$ cat src/rtl/core/fsst_pkg.sv
`timescale 1ns / 1ps

package fsst_pkg;

    // Field widths
    localparam int LIGHT_BITS = 10;
    localparam int ANGLE_BITS = 8;

    // Low sample bits that take part in quantizing
    localparam int SAMPLE_BITS = 10;
    localparam int SAMPLE_USED = (SAMPLE_BITS < LIGHT_BITS) ? SAMPLE_BITS : LIGHT_BITS;

    // Quantizer: floor(x / 100) as a multiply by a rounded-up reciprocal.
    // With the shift at sample width plus clog2(100), the result is exact.
    localparam int QUANT_DIV   = 100;
    localparam int QUANT_EXTRA = $clog2(QUANT_DIV);
    localparam int QUANT_SHIFT = SAMPLE_USED + QUANT_EXTRA;
    localparam int MULT_BITS   = SAMPLE_USED + 1;
    localparam int PROD_BITS   = SAMPLE_USED + MULT_BITS;
    localparam logic [MULT_BITS-1:0] QUANT_MULT =
        MULT_BITS'(((64'd1 << QUANT_SHIFT) + 64'(QUANT_DIV) - 64'd1) / 64'(QUANT_DIV));
    localparam int Q_BITS = $clog2((2 ** SAMPLE_USED - 1) / QUANT_DIV + 1);

    // Reset values
    localparam logic [ANGLE_BITS-1:0] PAN_LIMIT_RESET  = ANGLE_BITS'(160);
    localparam logic [ANGLE_BITS-1:0] TILT_LIMIT_RESET = ANGLE_BITS'(180);
    localparam logic [ANGLE_BITS-1:0] PAN_RESET        = ANGLE_BITS'(80);
    localparam logic [ANGLE_BITS-1:0] TILT_RESET       = ANGLE_BITS'(0);

    // Configuration register indexes
    localparam int CFG_INDEX_BITS = 1;
    localparam logic [CFG_INDEX_BITS-1:0] CFG_PAN_LIMIT  = 1'b0;
    localparam logic [CFG_INDEX_BITS-1:0] CFG_TILT_LIMIT = 1'b1;

    typedef struct packed {
        logic [LIGHT_BITS-1:0] light_a;
        logic [LIGHT_BITS-1:0] light_b;
        logic [LIGHT_BITS-1:0] light_c;
        logic [LIGHT_BITS-1:0] light_d;
    } light_set_t;

    typedef struct packed {
        logic [ANGLE_BITS-1:0] pan_angle;
        logic [ANGLE_BITS-1:0] tilt_angle;
    } angle_set_t;

    // Quantize one raw sample to tenths of full scale (divide by 100)
    function automatic logic [Q_BITS-1:0] quantize(input logic [LIGHT_BITS-1:0] raw);
        logic [PROD_BITS-1:0] prod;
        prod = {{MULT_BITS{1'b0}}, raw[SAMPLE_USED-1:0]}
             * {{SAMPLE_USED{1'b0}}, QUANT_MULT};
        return Q_BITS'(prod >> QUANT_SHIFT);
    endfunction

endpackage

$ cat src/rtl/core/four_sensor_sun_tracker.sv
`timescale 1ns / 1ps

// Four-sensor sun tracker. Each beat on the input carries four raw light
// samples; each is divided by 100, and every sensor below the brightest one
// counts as dim. The pan angle steps down by one when sensors one and two are
// dim and up when three and four are; the tilt angle steps up when two and
// three are dim and down when one and four are. Angles stop at zero and at the
// pan_limit / tilt_limit registers (reset 160 and 180; start angles 80 and 0).
// Every input beat yields one output beat with both new angles. The block
// takes one sample set per clock: an input register feeds combinational
// quantize, four-way maximum and saturating step logic into the result
// register, and the pipeline only stalls when the result register is held
// by out_stall.
// Write the limit registers only while no beat is in flight.
module four_sensor_sun_tracker (
    input  logic                                 clk,
    input  logic                                 rst_n,
    input  logic                                 in_valid,
    output logic                                 in_stall,
    input  fsst_pkg::light_set_t                 in_data,
    output logic                                 out_valid,
    input  logic                                 out_stall,
    output fsst_pkg::angle_set_t                 out_data,
    input  logic                                 cfg_we,
    input  logic [fsst_pkg::CFG_INDEX_BITS-1:0]  cfg_index,
    input  logic [fsst_pkg::ANGLE_BITS-1:0]      cfg_data
);

    logic                             in_valid_reg;
    logic                             in_valid_next;
    fsst_pkg::light_set_t             sample_reg;
    logic                             out_valid_reg;
    logic                             out_valid_next;
    logic [fsst_pkg::ANGLE_BITS-1:0]  pan_pos_reg;
    logic [fsst_pkg::ANGLE_BITS-1:0]  pan_pos_next;
    logic [fsst_pkg::ANGLE_BITS-1:0]  tilt_pos_reg;
    logic [fsst_pkg::ANGLE_BITS-1:0]  tilt_pos_next;
    logic [fsst_pkg::ANGLE_BITS-1:0]  pan_limit_reg;
    logic [fsst_pkg::ANGLE_BITS-1:0]  tilt_limit_reg;

    logic                             out_blocked;
    logic                             advance;
    logic                             in_take;
    logic [fsst_pkg::Q_BITS-1:0]      q1;
    logic [fsst_pkg::Q_BITS-1:0]      q2;
    logic [fsst_pkg::Q_BITS-1:0]      q3;
    logic [fsst_pkg::Q_BITS-1:0]      q4;
    logic [fsst_pkg::Q_BITS-1:0]      max12;
    logic [fsst_pkg::Q_BITS-1:0]      max34;
    logic [fsst_pkg::Q_BITS-1:0]      top;
    logic                             d1;
    logic                             d2;
    logic                             d3;
    logic                             d4;
    logic [fsst_pkg::ANGLE_BITS-1:0]  pan_dn;
    logic [fsst_pkg::ANGLE_BITS-1:0]  tilt_up;

    // Pipeline flow control
    assign out_blocked = out_valid_reg && out_stall;
    assign advance     = in_valid_reg && !out_blocked;
    assign in_stall    = in_valid_reg && out_blocked;
    assign in_take     = in_valid && !in_stall;

    always_comb
    begin
        if (in_take)
        begin
            in_valid_next = 1'b1;
        end
        else if (advance)
        begin
            in_valid_next = 1'b0;
        end
        else
        begin
            in_valid_next = in_valid_reg;
        end
        out_valid_next = advance || out_blocked;
    end

    // Quantize and find the brightest sensor
    always_comb
    begin
        q1    = fsst_pkg::quantize(sample_reg.light_a);
        q2    = fsst_pkg::quantize(sample_reg.light_b);
        q3    = fsst_pkg::quantize(sample_reg.light_c);
        q4    = fsst_pkg::quantize(sample_reg.light_d);
        max12 = (q1 > q2) ? q1 : q2;
        max34 = (q3 > q4) ? q3 : q4;
        top   = (max12 > max34) ? max12 : max34;
        d1    = q1 < top;
        d2    = q2 < top;
        d3    = q3 < top;
        d4    = q4 < top;
    end

    // Step the angles toward the bright side, saturating at zero and the limits
    always_comb
    begin
        pan_dn = pan_pos_reg;
        if (d1 && d2 && (pan_pos_reg != '0))
        begin
            pan_dn = pan_pos_reg - 1'b1;
        end
        pan_pos_next = pan_dn;
        if (d3 && d4 && (pan_dn < pan_limit_reg))
        begin
            pan_pos_next = pan_dn + 1'b1;
        end

        tilt_up = tilt_pos_reg;
        if (d2 && d3 && (tilt_pos_reg < tilt_limit_reg))
        begin
            tilt_up = tilt_pos_reg + 1'b1;
        end
        tilt_pos_next = tilt_up;
        if (d1 && d4 && (tilt_up != '0))
        begin
            tilt_pos_next = tilt_up - 1'b1;
        end
    end

    // Hold control state and positions
    always_ff @(posedge clk or negedge rst_n)
    begin
        if (!rst_n)
        begin
            in_valid_reg   <= 1'b0;
            out_valid_reg  <= 1'b0;
            pan_pos_reg    <= fsst_pkg::PAN_RESET;
            tilt_pos_reg   <= fsst_pkg::TILT_RESET;
            pan_limit_reg  <= fsst_pkg::PAN_LIMIT_RESET;
            tilt_limit_reg <= fsst_pkg::TILT_LIMIT_RESET;
        end
        else
        begin
            in_valid_reg  <= in_valid_next;
            out_valid_reg <= out_valid_next;
            if (advance)
            begin
                pan_pos_reg  <= pan_pos_next;
                tilt_pos_reg <= tilt_pos_next;
            end
            if (cfg_we)
            begin
                case (cfg_index)
                    fsst_pkg::CFG_PAN_LIMIT:  pan_limit_reg  <= cfg_data;
                    fsst_pkg::CFG_TILT_LIMIT: tilt_limit_reg <= cfg_data;
                    default: ;
                endcase
            end
        end
    end

    // Capture the sample set of an accepted beat
    always_ff @(posedge clk)
    begin
        if (in_take)
        begin
            sample_reg <= in_data;
        end
    end

    // Positions after the last step are the result payload
    assign out_valid           = out_valid_reg;
    assign out_data.pan_angle  = pan_pos_reg;
    assign out_data.tilt_angle = tilt_pos_reg;

endmodule

$ cat config.mk
export PLATFORM = sky130hd
export DESIGN_NAME = four_sensor_sun_tracker
export DESIGN_NICKNAME = d
export VERILOG_FILES = /design/src/rtl/core/fsst_pkg.sv /design/src/rtl/core/four_sensor_sun_tracker.sv
export SDC_FILE = /design/constraint.sdc
export NUM_CORES = 1
export LEC_CHECK = 0
export BUFFER_PORTS_ARGS = -buffer_cell sky130_fd_sc_hd__buf_2
export CAP_MARGIN = 20
export CORE_MARGIN = 8
export CORE_UTILIZATION = 60
export CTS_CLUSTER_DIAMETER = 30
export DETAILED_ROUTE_END_ITERATION = 8
export PLACE_DENSITY = 0.79
export SLEW_MARGIN = 20
export SYNTH_ARGS = -nofsm -noshare
export SYNTH_HDL_FRONTEND = slang
export SYNTH_SLANG_ARGS = --single-unit
export TNS_END_PERCENT = 5
$ cat constraint.sdc
create_clock -name clk -period 18.15 [get_ports clk]
set_input_delay 2.7225 -clock clk [delete_from_list [all_inputs] [get_ports clk]]
set_output_delay 2.7225 -clock clk [all_outputs]
set_load 0.05 [all_outputs]
==> results of run 1 <==
==> through the flow <==
step | worst slack [ns] | std cells | hold slack [ns] | cell area, um^2
after floorplan | 6.37 | 1263 | 0.471 | 12500
after global placement | 5.74 | 1595 | 0.490 | 13200
after detailed placement | 5.38 | 1595 | 0.499 | 13200
after CTS | 5.33 | 1611 | 0.515 | 13500
after global routing | 4.50 | 1611 | 0.532 | 13500
final | 5.27 | 1611 | 0.511 | 13500
==> kinds of logic (layout without fill, tap and decap cells) <==
kind of cell	Yosys count	in the layout	share of synthesized area
AND/OR/NAND/NOR	280	280	0.117
AO/OA/AOI/OAI	242	242	0.146
multiplexers	30	30	0.0257
flip-flops	74	74	0.165
XOR/XNOR	36	36	0.0252
buffers and inverters	193	266	0.0586
adder cells (fa/ha/maj)	408	408	0.463
==> how the worst min path moves through the flow <==
stage | start | endpoint | slack [ns]
detailed placement | tilt_limit_reg[3] | tilt_limit_reg[3] | 0.50
floorplan | in_valid_reg | out_valid | 0.47
finish | tilt_limit_reg[3] | tilt_limit_reg[3] | 0.51
CTS | tilt_limit_reg[3] | tilt_limit_reg[3] | 0.51
global placement | tilt_limit_reg[3] | tilt_limit_reg[3] | 0.49
global route | tilt_limit_reg[0] | tilt_limit_reg[0] | 0.53
==> metal layers <==
| metal | vias up | GRT usage |
|---|---|---|
| met5 | - | 0 |
| met4 | 0 | 0.0510 |
| met3 | 38 | 0.0363 |
| met2 | 213 | 0.367 |
| met1 | 4526 | 0.265 |
| li1 | 4718 | - |
==> layout make-up <==
type,count,area share
Clock buffer,9,0.0167
Clock inverter,7,0.00595
Inverter,179,0.0499
Multi-Input combinational cell,996,0.722
Sequential cell,74,0.153
Tap cell,275,0.0256
Timing Repair Buffer,71,0.0264
==> layout by cell type, fill, tap and decap left out, drive strengths merged, types with 5 or more instances in the layout <==
cell type	Yosys	routed
a31oi	11	11
a211oi	12	12
mux2i	13	13
a21oi	53	53
and3	9	9
and2	15	15
a2111oi	6	6
clkbuf	12	9
a211o	7	7
o31ai	9	9
nor3	21	21
nor2	52	52
mux2	17	17
nand3	30	30
inv	179	185
xnor2	21	21
o21ai	37	37
dfstp	8	8
o211ai	9	9
nor4	13	13
xor2	15	15
o21a	6	6
edfxtp	40	40
fa	92	92
or2	12	12
a31o	5	5
o2111ai	5	5
buf	2	71
nand2b	7	7
nand2	66	66
nand4	22	22
ha	314	314
a21o	27	27
dfrtp	26	26
nor2b	9	9
==> qor.log, run 1 <==
qor: outcome.run_status completed
qor: worst_hold_path.worst_hold_check_path_type reg2reg
qor: finish.area_growth_syn_to_layout 7.56%
qor: clock_tree.cts.sinks 74
qor: routing.antenna_violating_nets_post_route 0
qor: routing.top_signal_layer_used met4
qor: timing.drv_slew 0
qor: synth.synth_top_flop_cell sky130_fd_sc_hd__edfxtp_1
qor: floorplanning.die-area 25,700 um^2
qor: setup_path.critical_path_class reg2reg
qor: clock_tree.hold_buffers 0
qor: routing.wl_per_cell 16.4 um
qor: floorplanning.die-height 160 um
qor: routing.post_drt_via_cell_ratio 5.89
qor: routing.number_of_drc_violations_after_detailed_routing 0
qor: clock_tree.clk-insertion-delay-late 0.36 ns
qor: clock_tree.cts_buffers 9
qor: timing.highest_clock_rate 0.0777 GHz
qor: setup_path.crit_slowest_cell sky130_fd_sc_hd__or4_4
qor: place.post-dp-hpwl 21.5 mm
qor: setup_path.timing.critical_path.depth 44
qor: timing.rsz0062_at_grt no
qor: synth.synth_edf_count 40
qor: setup_path.crit_path_end_kind flop
qor: setup_path.timing.critical_path.slowest_cell_delay 0.62 ns
qor: clock_tree.worst_setup_hold_path_clk_slew 0.07 ns
qor: synth.ys_seq_elements 74
qor: finish.nNetsFinal 1,791
qor: clock_tree.clk_root_buffer_cell sky130_fd_sc_hd__clkbuf_16
qor: grt.maximum_number_of_pins_on_one_net_before_global_route_repair 41
qor: setup_path.worst-endpoint-required 18.39 ns
qor: setup_path.capturing_point_of_the_worst_reg2reg_path pan_pos_reg[7]
qor: setup_path.rr_worst_depth 44
qor: synth.synth_seq_area_share 0.165
qor: routing.met2_length 12.9 mm
qor: setup_path.critical_path.startpoint_type flop
qor: setup_path.setup.reg_to_reg.worst_slack 5.27 ns
qor: routing.met3_length 1.17 mm
qor: flow_run.drv.max_cap_violation_count 0
qor: synth.postSynthNetCount 1,723
qor: setup_path.worstSetupEndpoint pan_pos_reg[7]
qor: floorplanning.dieWidth 160 um
qor: clock_tree.cts_htree_levels 3
qor: timing.finClkSkew 0.0129 ns
qor: setup_path.worst-endpoint-arrival 13.12 ns
qor: finish.share_of_final_layout_standard_cells_stronger_than_drive_strength_1 0.114
qor: synth.syn_avg_cell_area 9.91 um^2
qor: timing.fin_setup_tns 0 ns
qor: finish.multiInputGateArea 9720 um^2
qor: timing.tightest_slew 0.956 ns
qor: setup_path.critical_path.top_delay_family compound AO/OA/AOI/OAI gates
qor: floorplanning.io_pins 72
qor: synth.synthDistinctLibCells 88
qor: synth.share_of_yosys_cell_area_claimed_by_the_top_area_cell_type 0.314
qor: finish.largest_register_ff_count 40
qor: clock_tree.cts_resized 0
qor: finish.diodes 0
qor: synth.yosys_warnings 0
qor: synth.post_synth_main_area_contributors sky130_fd_sc_hd__ha_1 (31%), sky130_fd_sc_hd__fa_1 (15%), sky130_fd_sc_hd__edfxtp_1 (9.6%)
qor: grt.grt_overflow_total 0
qor: worst_hold_path.hold_path_depth 1
qor: synth.post_synth_design_cell_area 12,500 um^2
qor: setup_path.crit_path_start sample_reg[38]
qor: timing.relSlewSlack 0.361
qor: timing.final_setup_violations 0
qor: setup_path.worstReg2RegStart sample_reg[38]
qor: grt.grt_antenna_before_repair 0
qor: routing.dr.first_iter.drc_count 460
qor: timing.period_share 0.709
qor: place.io_buffer_count 71
qor: finish.fillCellCount 1,643
qor: setup_path.path_common_cell sky130_fd_sc_hd__ha_1
qor: synth.yosys.cell_count.top_type sky130_fd_sc_hd__ha_1
qor: grt.grt_usage 0.210
qor: grt.first_global_vias 9,859
qor: clock_tree.cts_tree done
qor: finish.finish.utilization 0.648
qor: synth.netlist.top_cell.by_area sky130_fd_sc_hd__ha_1
qor: finish.total_area_of_sequential_cells 2060 um^2
qor: routing.wirelength_met1 11.9 mm
qor: floorplanning.core.rowCount 53
qor: synth.synthArstFlopShare 0.459
qor: floorplanning.core-area 20,800 um^2
qor: grt.first_pass_grt_wire_length 45.7 mm
qor: synth.synth_cells 1,263
qor: routing.drtPass1Iterations 5
qor: clock_tree.cts_max_path_buffers 2
qor: setup_path.critPathBufInv 4
qor: clock_tree.postCtsSetupBuffers 0
qor: floorplanning.start_util 0.603
qor: routing.routed_wire_length 26.3 mm
qor: timing.final.min_clock_period 12.88 ns
qor: routing.routed_via_count 9,495
qor: place.finalWeightedCongestion 0.913
qor: synth.synth_commonest_cells sky130_fd_sc_hd__ha_1 (314), sky130_fd_sc_hd__inv_1 (179), sky130_fd_sc_hd__fa_1 (92)
qor: setup_path.timing.critical_path.fanout_max 17
qor: timing.final_hold_violation_count 0
Power of run 1 is left out: the tool's default activity adds up to more than one toggle a clock period on the data nets, which glitch-free logic cannot reach.
==> inputs of run 2 (changes only) <==
--- a/config.mk
+++ b/config.mk
@@ -5,6 +5,7 @@
 export SDC_FILE = /design/constraint.sdc
 export NUM_CORES = 1
 export LEC_CHECK = 0
+export ABC_AREA = 1
 export BUFFER_PORTS_ARGS = -buffer_cell sky130_fd_sc_hd__buf_2
 export CAP_MARGIN = 20
 export CORE_MARGIN = 8
==> constraint.sdc (replaced) <==
create_clock -name clk -period 13.5 [get_ports clk]
set_input_delay 2.025 -clock clk [delete_from_list [all_inputs] [get_ports clk]]
set_output_delay 2.025 -clock clk [all_outputs]
set_load 0.05 [all_outputs]
==> run 2 against run 1 <==
First-iteration DRC count increased by 15%. Flip-flop and latch count stayed put. Non-clock buffer count unchanged. Global-route usage fell by 0.11 points. Clock skew decreased by 0.0019 ns.
==> qor.log, run 2 <==
qor: clock_tree.clk_root_buffer_cell sky130_fd_sc_hd__clkbuf_16
qor: setup_path.timing.critical_path.slowest_cell_delay 0.55 ns
qor: synth.yosys_warnings 0
qor: floorplanning.io_pins 72
qor: finish.area_growth_syn_to_layout 7.63%
qor: clock_tree.postCtsSetupBuffers 0
qor: routing.wl_per_cell 13.7 um
qor: place.dp_worst_setup_slack 3.53 ns
qor: floorplanning.start_util 0.611
qor: setup_path.path_common_cell sky130_fd_sc_hd__inv_1
qor: timing.fin_setup_tns 0 ns
qor: setup_path.crit_path_start sample_reg[18]
qor: synth.synth_cells 1,544
qor: timing.layout_setup_ws 3.44 ns
qor: clock_tree.cts_max_path_buffers 2
qor: place.post-dp-hpwl 21.8 mm
qor: grt.grt_antenna_before_repair 0
qor: timing.rsz0062_at_grt no
qor: routing.antenna_violating_nets_post_route 0
qor: place.io_buffer_count 71
qor: clock_tree.cts.sinks 74
qor: synth.synth_edf_count 40
qor: synth.synthDistinctLibCells 54
qor: synth.syn_avg_cell_area 8.31 um^2
qor: finish.largest_register_ff_count 40
qor: synth.synthArstFlopShare 0.459
qor: floorplanning.die-area 26,300 um^2
qor: clock_tree.clk-insertion-delay-late 0.35 ns
qor: routing.drtPass1Iterations 5
qor: routing.post_drt_via_cell_ratio 5.36
qor: synth.synth_commonest_cells sky130_fd_sc_hd__nand2_1 (350), sky130_fd_sc_hd__ha_1 (314), sky130_fd_sc_hd__inv_1 (253)
qor: routing.number_of_drc_violations_after_detailed_routing 0
qor: setup_path.timing.critical_path.fanout_max 14
qor: setup_path.worstReg2RegStart sample_reg[18]
qor: grt.first_pass_grt_wire_length 46.4 mm
qor: clock_tree.cts_htree_levels 3
qor: clock_tree.cts_resized 0
qor: finish.mostFrequentLayoutCells sky130_fd_sc_hd__nand2_1 (350), sky130_fd_sc_hd__ha_1 (314), sky130_fd_sc_hd__inv_1 (252), sky130_fd_sc_hd__fa_1 (92), sky130_fd_sc_hd__a21oi_1 (80)
qor: clock_tree.cts_buffers 9
qor: routing.routed_via_count 10,200
qor: timing.finClkSkew 0.0110 ns
qor: floorplanning.core.rowCount 53
qor: flow_run.drv.max_cap_violation_count 0
qor: grt.grt_usage 0.209
qor: clock_tree.worst_setup_hold_path_clk_slew 0.08 ns
qor: synth.ys_seq_elements 74
qor: finish.fillCellCount 1,765
qor: worst_hold_path.min-delay-start in_valid_reg
qor: timing.highest_clock_rate 0.0994 GHz
qor: finish.share_of_final_layout_standard_cells_stronger_than_drive_strength_1 0.116
qor: setup_path.worst-endpoint-required 13.74 ns
qor: timing.final.min_clock_period 10.06 ns
qor: floorplanning.die-height 162 um
qor: timing.period_share 0.745
qor: timing.final_setup_violations 0
qor: grt.first_global_vias 10,500
qor: routing.routed_wire_length 26.0 mm
qor: finish.nNetsFinal 2,081
qor: place.finalWeightedCongestion 0.899
qor: synth.share_of_yosys_cell_area_claimed_by_the_top_area_cell_type 0.306
qor: setup_path.critical_path.startpoint_type flop
qor: setup_path.critical_path_class reg2reg
qor: timing.relSlewSlack 0.343
qor: synth.post_synth_design_cell_area 12,800 um^2
qor: synth.yosys.cell_count.top_type sky130_fd_sc_hd__nand2_1
qor: setup_path.worst-endpoint-arrival 10.30 ns
qor: grt.maximum_number_of_pins_on_one_net_before_global_route_repair 41
qor: synth.synth_seq_area_share 0.161
qor: synth.synth_top_flop_cell sky130_fd_sc_hd__edfxtp_1
qor: timing.drv_slew 0
qor: setup_path.crit_path_end_kind flop
qor: floorplanning.dieWidth 162 um
qor: clock_tree.hold_buffers 0
qor: finish.diodes 0
qor: worst_hold_path.worst_hold_check_path_type reg2reg
qor: outcome.run_status completed
qor: synth.netlist.top_cell.by_area sky130_fd_sc_hd__ha_1
qor: grt.grt_overflow_total 0
qor: timing.tightest_slew 0.984 ns
qor: floorplanning.core-area 21,000 um^2
qor: clock_tree.cts_tree done
qor: setup_path.crit_slowest_cell sky130_fd_sc_hd__fa_1
qor: routing.dr.first_iter.drc_count 530
qor: finish.layout_commonest_cell sky130_fd_sc_hd__nand2_1
qor: synth.post_synth_main_area_contributors sky130_fd_sc_hd__ha_1 (31%), sky130_fd_sc_hd__fa_1 (14%), sky130_fd_sc_hd__nand2_1 (10%)
qor: synth.postSynthNetCount 2,004
qor: timing.final_hold_violation_count 0
-- run 2: cell types whose count changed in the layout (fill, tap and decap cells not counted), sizes merged, moves of 10 or more --
cell	delta
mux2	-17
inv	+85
mux2i	-13
nand2	+318
xnor2	-16
and2	-13
o21ai	+10
a21o	-17
nand3	+45
nor2	+29
nor4	-12
a21oi	+30
-- run 2: path summary, 6_finish.rpt --
check,to,slack [ns],cells past startpoint
hold / removal,out_valid,0.49,2
setup reg to reg,pan_pos_reg[3],3.44,54
min in group asynchronous,pan_pos_reg[2],1.74,1
hold reg to reg,out_valid,0.49,2
max in group asynchronous,tilt_pos_reg[2],11.26,1
setup / recovery,pan_pos_reg[3],3.44,54
-- run 2: critical path: cells and delay by family (launching register included) --
kind | cells | cell delay, ns
adder cells (fa/ha/maj) | 10 | 3.85
AND/OR/NAND/NOR | 25 | 3.27
AO/OA/AOI/OAI | 8 | 1.25
buffers and inverters | 10 | 0.79
flip-flops | 1 | 0.53
XOR/XNOR | 1 | 0.26
-- run 2: layout make-up --
cell class	instances	area, um^2	share of cell area
clock buffer	9	225	0.0163
tap	275	344	0.0249
timing repair buffer	71	355	0.0257
multi-input combinational	1196	9730	0.704
clock inverter	7	85.1	0.00616
sequential	74	2060	0.149
inverter	269	1010	0.0732
-- run 2: metrics by stage --
step	hold WS, ns	instances	utilization	instance area, um^2
6_report	0.485	1901	0.657	13800
5_1_grt	0.503	1901	0.657	13800
4_1_cts	0.488	1901	0.657	13800
3_5_place_dp	0.472	1885	0.642	13500
3_3_place_gp	0.463	1885	0.642	13500
2_1_floorplan	0.448	1544	-	12800
-- run 2: per-layer routing --
layer | vias to the layer above | global-route usage | part of all wire
met3 | 37 | 0.0291 | 0.034
li1 | 5225 | - | -
met5 | - | 0 | 0
met4 | 0 | 0.0673 | 0.019
met1 | 4745 | 0.256 | 0.45
met2 | 176 | 0.372 | 0.49
-- run 2: logic make-up (layout without fill, tap and decap cells) --
kind of cell	after synthesis	count (layout)	synth area share
xor+xnor	28	28	0.0203
flops	74	74	0.161
fa+ha+maj	406	406	0.450
compound gates	168	168	0.0772
buf+inv	274	356	0.0811
simple gates	594	594	0.211
Power of run 2 is left out for the same reason.
==> inputs of run 3 (changes only) <==
==> constraint.sdc (replaced) <==
create_clock -name clk -period 10 [get_ports clk]
set_input_delay 1.5 -clock clk [delete_from_list [all_inputs] [get_ports clk]]
set_output_delay 1.5 -clock clk [all_outputs]
set_load 0.05 [all_outputs]
==> run 3 against run 2 <==
Flip-flop and latch count unchanged. Utilization rose by 1.3 points. Count of clock-buffer cells in the layout unchanged. Via count increased by 0.66%. Setup slack lost 2.8 ns. Critical endpoint is now pan_pos_reg[0]. Cell count grew 1.6%. Highest routed layer unchanged. Register-to-register slack got worse by 2.8 ns. Clock skew grew 0.0041 ns. Final area is 1.9% higher. Wire length up 0.13%. First-iteration DRC count decreased by 16%.
==> qor.log, run 3 (synthesis gave the netlist of run 2 again) <==
qor: clock_tree.clk-insertion-delay-late 0.36 ns
qor: outcome.run_status completed
qor: timing.highest_clock_rate 0.107 GHz
qor: grt.first_global_vias 10,400
qor: clock_tree.cts.sinks 74
qor: setup_path.critPathBufInv 8
qor: finish.share_of_final_layout_standard_cells_stronger_than_drive_strength_1 0.138
qor: setup_path.path_common_cell sky130_fd_sc_hd__nand2_1
qor: timing.drv_slew 0
qor: clock_tree.clk_root_buffer_cell sky130_fd_sc_hd__clkbuf_16
qor: grt.grt_antenna_before_repair 0
qor: place.finalWeightedCongestion 0.895
qor: setup_path.crit_path_end_kind flop
qor: clock_tree.cts_max_path_buffers 2
qor: finish.diodes 0
qor: setup_path.critical_path_class reg2reg
qor: finish.fin_cells 1,931
qor: floorplanning.die-area 26,300 um^2
qor: floorplanning.core-area 21,000 um^2
qor: place.place_inst 1,886
qor: setup_path.timing.critical_path.slowest_cell_delay 0.63 ns
qor: setup_path.worst-endpoint-required 10.30 ns
qor: timing.final_setup_violations 0
qor: floorplanning.dieWidth 162 um
qor: clock_tree.cts_htree_levels 3
qor: clock_tree.worst_setup_hold_path_clk_slew 0.08 ns
qor: place.dp_worst_setup_slack 0.269 ns
qor: setup_path.crit_slowest_cell sky130_fd_sc_hd__fa_1
qor: timing.final.min_clock_period 9.36 ns
qor: finish.largest_register_ff_count 40
qor: routing.routed_wire_length 26.1 mm
qor: setup_path.worstReg2RegStart sample_reg[27]
qor: routing.antenna_violating_nets_post_route 0
qor: finish.fillCellCount 1,723
qor: timing.layout_setup_ws 0.636 ns
qor: floorplanning.core.rowCount 53
qor: clock_tree.cts_tree done
qor: finish.layout_commonest_cell sky130_fd_sc_hd__nand2_1
qor: routing.dr.first_iter.drc_count 444
qor: setup_path.worst-endpoint-arrival 9.66 ns
qor: setup_path.timing.critical_path.fanout_max 8
qor: floorplanning.start_util 0.611
qor: floorplanning.io_pins 72
qor: finish.mostFrequentLayoutCells sky130_fd_sc_hd__nand2_1 (350), sky130_fd_sc_hd__ha_1 (314), sky130_fd_sc_hd__inv_1 (251), sky130_fd_sc_hd__fa_1 (92), sky130_fd_sc_hd__a21oi_1 (79)
qor: setup_path.crit_path_start sample_reg[27]
qor: worst_hold_path.worst_hold_check_path_type reg2reg
qor: grt.grt_usage 0.208
qor: floorplanning.die-height 162 um
qor: finish.nNetsFinal 2,111
qor: finish.area_growth_syn_to_layout 9.71%
qor: grt.first_pass_grt_wire_length 46.1 mm
qor: place.post-dp-hpwl 21.6 mm
qor: grt.maximum_number_of_pins_on_one_net_before_global_route_repair 41
qor: timing.final_hold_violation_count 0
qor: timing.tightest_slew 1.01 ns
qor: timing.relSlewSlack 0.327
qor: grt.grt_overflow_total 0
qor: routing.number_of_drc_violations_after_detailed_routing 0
qor: routing.routed_via_count 10,300
qor: flow_run.drv.max_cap_violation_count 0
qor: timing.finClkSkew 0.0151 ns
qor: place.io_buffer_count 71
qor: setup_path.critical_path.startpoint_type flop
qor: worst_hold_path.min-delay-start in_valid_reg
qor: timing.period_share 0.936
qor: clock_tree.cts_buffers 9
qor: routing.post_drt_via_cell_ratio 5.31
qor: setup_path.critical_path.top_delay_family adder cells
qor: routing.wl_per_cell 13.5 um
qor: routing.drtPass1Iterations 5
-- run 3: cell count changes in the layout (fill, tap and decap cells not counted), moves of 2 or more --
cell                       previous run  this run
sky130_fd_sc_hd__inv_4                0         2
sky130_fd_sc_hd__buf_4                0        30
sky130_fd_sc_hd__nor2_2               5        10
sky130_fd_sc_hd__nor2_1              74        68
sky130_fd_sc_hd__clkinv_4             3         0
-- run 3: worst paths after layout --
path	cells past startpoint	end	slack, ns
worst max-delay path	51	pan_pos_reg[0]	0.64
worst min-delay path	2	out_valid	0.48
worst max register to register	51	pan_pos_reg[0]	0.64
worst min register to register	2	out_valid	0.48
max in group asynchronous	1	out_valid	8.28
min in group asynchronous	1	pan_pos_reg[5]	1.21
-- run 3: worst reg2reg max path: cells and delay by family (launching register included) --
family                   cells  cell delay (ns)
AO/OA/AOI/OAI                9             1.48
adder cells (fa/ha/maj)     10             3.91
AND/OR/NAND/NOR             22             2.19
XOR/XNOR                     2             0.56
buffers and inverters        8             0.73
flip-flops                   1             0.43
-- run 3: metal layers --
layer	vias up	wire [um]	global-route usage
met5	-	0	0
met4	0	461	0.0657
met3	37	614	0.0256
met2	146	13000	0.367
met1	4785	12000	0.259
li1	5282	-	-
-- run 3: cell type report --
type	instances	area (um^2)	area share
multi-input combinational	1196	9780	0.694
sequential	74	2060	0.146
inverter	269	1010	0.0718
timing repair buffer	101	581	0.0412
tap	275	344	0.0244
clock buffer	9	225	0.0160
clock inverter	7	82.6	0.00586
-- run 3: timing repair --
action | in CTS | in global routing
gates resized for setup | 0 | 13
hold buffers | 0 | 0
setup endpoints to repair | 0 | 16
setup buffers | 0 | 29
-- run 3: stage by stage --
| step | area, um^2 | setup TNS, ns | util | hold slack [ns] |
|---|---|---|---|---|
| 6_report | 14100 | 0 | 0.670 | 0.482 |
| 2_1_floorplan | 12800 | 0 | - | 0.448 |
| 3_5_place_dp | 13500 | 0 | 0.643 | 0.475 |
| 5_1_grt | 14100 | -0.322 | 0.670 | 0.509 |
| 4_1_cts | 13800 | 0 | 0.657 | 0.485 |
| 3_3_place_gp | 13500 | 0 | 0.643 | 0.462 |
Power of run 3 is left out for the same reason.
